## src/hdl/assert_macros.svh

```systemverilog
// ----------------------------------------------------------------------------
// assert_macros.svh
// Concurrent assertions on clk; SEM_ASSERT is disabled while rst_n is low.
// ----------------------------------------------------------------------------
`ifndef ASSERT_MACROS_SVH
`define ASSERT_MACROS_SVH
`ifndef ASSERT_OFF
`define SEM_ASSERT(lbl, prop, msg) \
  lbl: assert property (@(posedge clk) disable iff (!rst_n) prop) else $error(msg);
`define SEM_ASSERT_ALWAYS(lbl, prop, msg) \
  lbl: assert property (@(posedge clk) prop) else $error(msg);
`else
`define SEM_ASSERT(lbl, prop, msg)
`define SEM_ASSERT_ALWAYS(lbl, prop, msg)
`endif
`endif

```

## src/hdl/sem_pkg.sv

```systemverilog
// ----------------------------------------------------------------------------
// sem_pkg
// Shared types and constants of the RGB Sobel edge magnitude block.
// ----------------------------------------------------------------------------
`timescale 1ns / 1ps
package sem_pkg;
  localparam int MAX_WIDTH_DEF = 1024;
  localparam int PIX_W = 8;
  localparam int FW_W = 11;
  localparam int FH_W = 13;
  localparam int CFG_DW = 13;
  localparam int HEIGHT_MAX = 4096;
  localparam logic [FW_W-1:0] FW_RESET = 11'd1024;
  localparam logic [FH_W-1:0] FH_RESET = 13'd768;
  localparam logic [FH_W-1:0] ROW_SAT = 13'h1FFF;
  localparam int SQ_STEPS = 8;

  typedef enum logic {
    CFG_FRAME_WIDTH  = 1'b0,
    CFG_FRAME_HEIGHT = 1'b1
  } cfg_idx_t;

  typedef enum logic [1:0] {
    ST_IDLE,
    ST_LOAD,
    ST_CALC,
    ST_EMIT
  } state_t;

  typedef struct packed {
    logic top;
    logic bottom;
    logic left;
    logic right;
  } edge_mask_t;

  typedef logic signed [2:0] coef_t;
  localparam coef_t KX [3][3] = '{'{-3'sd1, 3'sd0, 3'sd1},
                                 '{-3'sd2, 3'sd0, 3'sd2},
                                 '{-3'sd1, 3'sd0, 3'sd1}};
  localparam coef_t KY [3][3] = '{'{-3'sd1, -3'sd2, -3'sd1},
                                 '{ 3'sd0,  3'sd0,  3'sd0},
                                 '{ 3'sd1,  3'sd2,  3'sd1}};
endpackage

```

## src/hdl/sem_lane.sv

```systemverilog
// ----------------------------------------------------------------------------
// sem_lane
// One color lane: Sobel gradients, sum of squares, rounded square root.
// ----------------------------------------------------------------------------
`timescale 1ns / 1ps
module sem_lane (
  input  logic                       clk,
  input  logic                       rst_n,
  input  logic                       start,
  input  logic [sem_pkg::PIX_W-1:0]  pix [3][3],
  input  sem_pkg::edge_mask_t        mask,
  output logic                       done,
  output logic [sem_pkg::PIX_W-1:0]  mag
);
  logic signed [11:0] gx_r, gy_r, gx_c, gy_c;
  logic [21:0]        s_r;
  logic [7:0]         k_r;
  logic [3:0]         cnt_r;
  logic signed [23:0] gx2, gy2;
  logic [7:0]         cand;
  logic [15:0]        prod;
  logic [2:0]         bitpos;

  always_comb begin
    logic use_px;
    logic signed [11:0] p;
    gx_c = '0;
    gy_c = '0;
    for (int r = 0; r < 3; r++) begin
      for (int c = 0; c < 3; c++) begin
        use_px = !((r == 0 && !mask.top) || (r == 2 && !mask.bottom) ||
                   (c == 0 && !mask.left) || (c == 2 && !mask.right));
        p = use_px ? $signed({4'b0, pix[r][c]}) : 12'sd0;
        gx_c = gx_c + p * 12'(sem_pkg::KX[r][c]);
        gy_c = gy_c + p * 12'(sem_pkg::KY[r][c]);
      end
    end
  end

  assign gx2 = 24'(gx_r) * 24'(gx_r);
  assign gy2 = 24'(gy_r) * 24'(gy_r);
  assign bitpos = 3'(4'd9 - cnt_r);
  assign cand = k_r | (8'd1 << bitpos);
  assign prod = 16'(cand) * 16'(cand - 8'd1);

  always_ff @(posedge clk) begin
    if (!rst_n) begin
      cnt_r <= '0;
    end else if (start) begin
      cnt_r <= 4'd1;
    end else if (cnt_r == 4'd10) begin
      cnt_r <= '0;
    end else if (cnt_r != 4'd0) begin
      cnt_r <= cnt_r + 4'd1;
    end
  end

  always_ff @(posedge clk) begin
    if (start) begin
      gx_r <= gx_c;
      gy_r <= gy_c;
    end
    if (cnt_r == 4'd1) begin
      s_r <= 22'(gx2 + gy2);
      k_r <= '0;
    end else if (cnt_r >= 4'd2 && cnt_r <= 4'd9) begin
      if ({6'b0, prod} < s_r) begin
        k_r <= cand;
      end
    end
  end

  assign done = (cnt_r == 4'd10);
  assign mag  = k_r;
endmodule

```

## config.mk

```make
export PLATFORM = sky130hd
export DESIGN_NAME = sem_lane
export DESIGN_NICKNAME = d
export VERILOG_FILES = /design/src/hdl/assert_macros.svh /design/src/hdl/sem_pkg.sv /design/src/hdl/sem_lane.sv
export SDC_FILE = /design/constraint.sdc
export NUM_CORES = 1
export LEC_CHECK = 0
export BUFFER_PORTS_ARGS = -buffer_cell sky130_fd_sc_hd__buf_2
export CAP_MARGIN = 20
export CORE_ASPECT_RATIO = 0.8
export CORE_MARGIN = 2
export CORE_UTILIZATION = 65
export CTS_CLUSTER_DIAMETER = 150
export CTS_CLUSTER_SIZE = 24
export DETAILED_ROUTE_END_ITERATION = 10
export PLACE_DENSITY = 0.92
export RECOVER_POWER = 100
export SYNTH_ARGS = -nofsm -noshare
export SYNTH_HDL_FRONTEND = slang
export SYNTH_SLANG_ARGS = --single-unit
```

## constraint.sdc

```tcl
create_clock -name clk -period 11.54 [get_ports clk]
set_input_delay 2.885 -clock clk [delete_from_list [all_inputs] [get_ports clk]]
set_output_delay 2.885 -clock clk [all_outputs]
set_load 0.005 [all_outputs]
```

==> reports/results.tsv, run 1 <==
metric	value	unit
status	finished, violations left	
failing checks	max-capacitance violations, max-slew violations	
vias	11902	
Clock Pin Slew Worst Setup and Hold Paths	0.06	ns
layout cell share with drive strength beyond 1	0.0546	
final WL	36900	um
clock root buffer	clkbuf_16	
Final Hold Fails	0	
worst clock skew	0.0110	ns
post-cts sizing count	0	
CTS sink cnt	58	
first-pass GRT wire length	63200	um
row count	52	
post-DP HPWL	31500	um
I/O pins	88	
Worst Hold End	mag[6]$_SDFFE_PN0P_	
final global-route overflow total	0	
Iter 0 DRT Violations	924	
pin count of the biggest net entering global routing	27	
main flop type after synthesis	edfxtp_1	
CTS tree	done	
slew at the pin with the worst max-slew slack	1.72	ns
die height	148	um
period utilisation layout	0.777	
cts bufs inserted	9	
Detail Route Antenna Nets	0	
Post-Synthesis Cell Area	0.0168	mm^2
DRC Markers	0	
WP data required	11.84	ns
startpoint of the worst register-to-register path	cnt_r[2]$_SDFFE_PP0P_	
Fill cells	1691	
port bufs	79	
Starting Density	0.663	
Crit Reg-Reg Endpoint	mag[0]$_SDFFE_PN0P_	
EDFF count, synth	46	
R2R cell count	27	
Worst EP arrival	9.27	ns
synth warn	0	
area delta synth->final	5.83	%
critical path class	reg -> reg	
hold buffers post-CTS	0	
hold depth	1	
GRT Overall Usage	0.298	
largest cells by area after synthesis	fa_1 (45%), ha_1 (13%), inv_1 (9.7%), edfxtp_1 (8.2%), and2_1 (4.1%)	
number of global-route vias before repair	13527	
sequential fraction of the synthesis area	0.0965	
Seq cells post-synth	58	
Routed wire per std cell	17.6	um
setup tns final	0	ns
Final Max Slew Viols	27	
Max Clk Rate	111	MHz
die area	0.0272	mm^2
top-area cell type share of the netlist area	0.448	
Core Footprint	0.0254	mm^2
Unique masters post-synth	51	
min-delay src	mag[6]$_SDFFE_PN0P_	
# Post-CTS Setup Buffers	0	
post-synth top area cell	fa_1	
Async S/R FF share, synth	0	
die width	184	um
Vias/cell	5.67	
Worst Hold Class	reg -> reg	
antenna cells	0	
Nets	2405	
crit end category	flip-flop	
crit path max fanout	9	
Final Wtd Congestion	0.968	
H-tree levels	3	
max cap viols	1	
crit path launch type	flip-flop	
setup slack, reg-to-reg	2.57	ns
clock buffer depth	2	
First-pass DRT Iterations	6	
Slew headroom	-0.145	
clk_lat worst skew	0.35	ns
final setup fails	0	
unrepaired setup endpoints after global routing	false	
Mapped Avg Cell Area	9.84	um^2
Syn Inst Count	1708	
antenna violations before repair	0	
minimum clock period	8.97	ns
==> critical path, cell delays in order (launching register included) <==
cell	delay, ns
dfxtp_1	0.44
inv_1	0.15
ha_1	0.42
a21oi_1	0.70
nand3_1	0.25
or3_1	0.42
or3_1	0.32
ha_1	0.41
nor2_1	0.09
fa_1	0.53
fa_1	0.44
fa_1	0.56
inv_1	0.06
fa_1	0.53
inv_1	0.05
ha_1	0.35
and3_1	0.21
a32o_1	0.29
or4_1	0.47
a31o_1	0.25
a21oi_1	0.20
xnor2_1	0.15
ha_1	0.26
and3_1	0.15
nand3_1	0.07
a21oi_1	0.05
o21ai_0	0.86
o211a_1	0.23
==> metal layers <==
layer  track usage  part of all wire
met4         0.122             0.038
met3        0.0527             0.077
met5             0                 0
met1         0.381              0.38
met2         0.508              0.50
==> placed cells by master, fill, tap and decap left out, types with 3 or more instances in the layout <==
| cell | synthesis | routed |
|---|---|---|
| nand2b_1 | 19 | 19 |
| fa_1 | 376 | 376 |
| o21ai_0 | 14 | 17 |
| or4_1 | 2 | 3 |
| clkbuf_1 | 33 | 7 |
| buf_2 | 0 | 73 |
| a21boi_0 | 3 | 3 |
| conb_1 | 2 | 9 |
| and3_1 | 10 | 10 |
| dfxtp_1 | 12 | 12 |
| o21a_1 | 12 | 12 |
| nand2_1 | 118 | 118 |
| xnor2_1 | 76 | 76 |
| inv_1 | 434 | 434 |
| a21oi_1 | 37 | 38 |
| o41ai_1 | 3 | 3 |
| o211a_1 | 8 | 8 |
| nor3_1 | 13 | 13 |
| nor2_1 | 97 | 97 |
| a32o_1 | 3 | 3 |
| ha_1 | 178 | 178 |
| or2_2 | 3 | 3 |
| and2_1 | 109 | 103 |
| and2_0 | 0 | 6 |
| or3_1 | 8 | 8 |
| a21o_1 | 17 | 17 |
| nor3b_1 | 3 | 3 |
| edfxtp_1 | 46 | 46 |
| xor2_1 | 20 | 20 |
| clkbuf_16 | 0 | 10 |
| nand3_1 | 8 | 8 |
| nor2b_1 | 11 | 11 |
==> cells in the mapped netlist, types with 19 or more instances <==
cell type	number
xnor2_1	76
edfxtp_1	46
nand2_1	118
nand2b_1	19
xor2_1	20
and2_1	109
a21oi_1	37
clkbuf_1	33
nor2_1	97
ha_1	178
fa_1	376
inv_1	434
==> layout make-up <==
| cell class | count | area [um^2] | share of cell area |
|---|---|---|---|
| multi-input combinational | 1186 | 13400 | 0.755 |
| tap | 324 | 405 | 0.0228 |
| sequential | 58 | 1620 | 0.0911 |
| clock inverter | 2 | 10.0 | 0.000563 |
| clock buffer | 13 | 282 | 0.0158 |
| inverter | 438 | 1640 | 0.0924 |
| timing repair buffer | 79 | 388 | 0.0218 |
==> state kept, by name (all words and copies together), names as in the netlist <==
name	flops
cnt_r	4
s_r	22
gy_r	12
gx_r	12
mag	8
==> through the flow <==
step	hold WS [ns]	cell area (um^2)	std cells	setup slack [ns]	utilization
global route	0.540	17800	2100	2.28	0.701
global placement	0.505	17500	2085	3.38	0.690
CTS	0.518	17800	2100	3.06	0.702
finish	0.521	17800	2100	2.57	0.701
floorplan	0.517	16800	1715	4.24	-
detailed placement	0.506	17500	2085	3.14	0.690
==> cell families after synthesis <==
logic type / after synthesis / synth area share
AO/OA/AOI/OAI: 122 / 0.0497
XOR/XNOR: 96 / 0.0500
adder cells (fa/ha/maj): 554 / 0.580
buffers and inverters: 471 / 0.105
flip-flops: 58 / 0.0965
other: 2 / 0.000447
AND/OR/NAND/NOR: 405 / 0.118
==> how the worst max path moves through the flow <==
| stage | depth (start not counted) | slack (ns) | to | from |
|---|---|---|---|---|
| 2_1_floorplan | 27 | 4.24 | mag[0]$_SDFFE_PN0P_ | cnt_r[2]$_SDFFE_PP0P_ |
| 3_3_place_gp | 27 | 3.38 | mag[1]$_SDFFE_PN0P_ | cnt_r[2]$_SDFFE_PP0P_ |
| 3_5_place_dp | 27 | 3.14 | mag[0]$_SDFFE_PN0P_ | cnt_r[2]$_SDFFE_PP0P_ |
| 4_1_cts | 27 | 3.06 | mag[0]$_SDFFE_PN0P_ | cnt_r[2]$_SDFFE_PP0P_ |
| 5_1_grt | 27 | 2.28 | mag[6]$_SDFFE_PN0P_ | cnt_r[2]$_SDFFE_PP0P_ |
| 6_report | 27 | 2.57 | mag[0]$_SDFFE_PN0P_ | cnt_r[2]$_SDFFE_PP0P_ |
Power of run 1 is left out: the tool's default activity adds up to more than one toggle a clock period on the data nets, which glitch-free logic cannot reach.
==> run 2: changes to the inputs <==
Clock period 11.54 ns to 9 ns, I/O delays scaled along.
==> run 2 against run 1 <==
  * Non-clock buffer count is 5 higher
  * Via count is 0.66% higher
  * Critical endpoint is now mag[6]$_SDFFE_PN0P_
  * Critical path depth is 2 higher
  * Routed wire length is 3.9% higher
  * The flow still finishes with violations (max-capacitance violations, max-slew violations)
  * Critical path type unchanged
==> reports/results.tsv, run 2 (same netlist as run 1, synthesis figures left out) <==
metric	value	unit
post-DP HPWL	32500	um
First-pass DRT Iterations	6	
Starting Density	0.663	
row count	52	
Vias/cell	5.69	
I/O pins	88	
final setup fails	0	
crit path launch type	flip-flop	
critical path class	reg -> reg	
Core Footprint	0.0254	mm^2
WP data required	9.30	ns
unrepaired setup endpoints after global routing	false	
antenna cells	0	
clk_lat worst skew	0.36	ns
Max Clk Rate	116	MHz
setup slack, reg-to-reg	0.37	ns
H-tree levels	3	
Crit. path cell count	29	
DRC Markers	0	
port bufs	79	
Worst Hold Class	reg -> reg	
die area	0.0272	mm^2
commonest non-fill, non-tap cell in the layout	inv_1	
slew at the pin with the worst max-slew slack	1.78	ns
CTS tree	done	
Crit-path slowest cell	o21ai_1	
largest registers	s_r: 22 flops, gx_r: 12 flops, gy_r: 12 flops	
hold depth	1	
# Post-CTS Setup Buffers	0	
failing checks	max-capacitance violations, max-slew violations	
hold buffers post-CTS	0	
Final Wtd Congestion	0.990	
vias	11981	
Detail Route Antenna Nets	0	
die height	148	um
die width	184	um
post-cts sizing count	0	
leading cell types in the layout, fill and taps excluded	inv_1 (434), fa_1 (376), ha_1 (178), nand2_1 (118), and2_1 (105)	
setup tns final	0	ns
Worst Path Buf+Inv	5	
cts bufs inserted	9	
number of global-route vias before repair	13986	
final WL	38300	um
final global-route overflow total	0	
Crit path max-delay family	adder cells	
layout cell share with drive strength beyond 1	0.0567	
area delta synth->final	6.02	%
minimum clock period	8.63	ns
max cap viols	1	
status	finished, violations left	
Nets	2410	
Register Area	0.00162	mm^2
Worst EP arrival	8.92	ns
worst clock skew	0.00994	ns
first-pass GRT wire length	66300	um
clock buffer depth	2	
Final Max Slew Viols	27	
Final Hold Fails	0	
crit end category	flip-flop	
Largest Register	s_r	
Routed wire per std cell	18.2	um
antenna violations before repair	0	
area occupied by multi-input gates	0.0134	mm^2
clock root buffer	clkbuf_16	
period utilisation layout	0.959	
pin count of the biggest net entering global routing	27	
Clock Pin Slew Worst Setup and Hold Paths	0.06	ns
R2R cell count	29	
crit path max fanout	8	
max FFs per register	22	
Iter 0 DRT Violations	812	
GRT Overall Usage	0.313	
Fill cells	1678	
CTS sink cnt	58	
crit-path max cell delay	0.64	ns
Slew headroom	-0.184	
==> run 2: cell type report <==
cell class / instances / area share
repair buffers: 84 / 0.0237
multi-input cells: 1186 / 0.754
well taps: 324 / 0.0227
clock buffers: 9 / 0.0126
clock inverters: 7 / 0.00337
inverters: 438 / 0.0922
flip-flops and latches: 58 / 0.0910
==> run 2: worst paths after layout <==
kind                          from             endpoint
max reg2reg  cnt_r[2]$_SDFFE_PP0P_  mag[6]$_SDFFE_PN0P_
min            mag[1]$_SDFFE_PN0P_  mag[1]$_SDFFE_PN0P_
min reg2reg    mag[1]$_SDFFE_PN0P_  mag[1]$_SDFFE_PN0P_
max          cnt_r[2]$_SDFFE_PP0P_  mag[6]$_SDFFE_PN0P_
==> run 2: through the flow <==
stage               utilization  setup slack, ns  cell area (um^2)  std cells  hold WS [ns]
CTS                       0.703            0.631             17800       2106         0.533
detailed placement        0.692            0.689             17600       2090         0.519
global route              0.702           0.0856             17800       2106         0.559
floorplan                     -             1.70             16800       1715         0.517
finish                    0.702            0.371             17800       2106         0.544
global placement          0.692             1.05             17600       2090         0.504
==> run 2: per-layer routing <==
metal  share of wire  track usage  vias up  wire length, um
met3           0.077       0.0732      172             2970
met2            0.50        0.537      527            19300
li1                -            -     5244                -
met1            0.38        0.385     6038            14500
met5               0            0        -                0
met4           0.043        0.130        0             1650
==> run 2: worst register-to-register path: cells and delay by family (launching register included) <==
kind | cells | cell delay [ns]
compound gates | 7 | 1.85
xor+xnor | 1 | 0.13
fa+ha+maj | 8 | 3.42
buf+inv | 5 | 0.63
flops | 1 | 0.44
simple gates | 8 | 2.09
Power of run 2 is left out for the same reason.
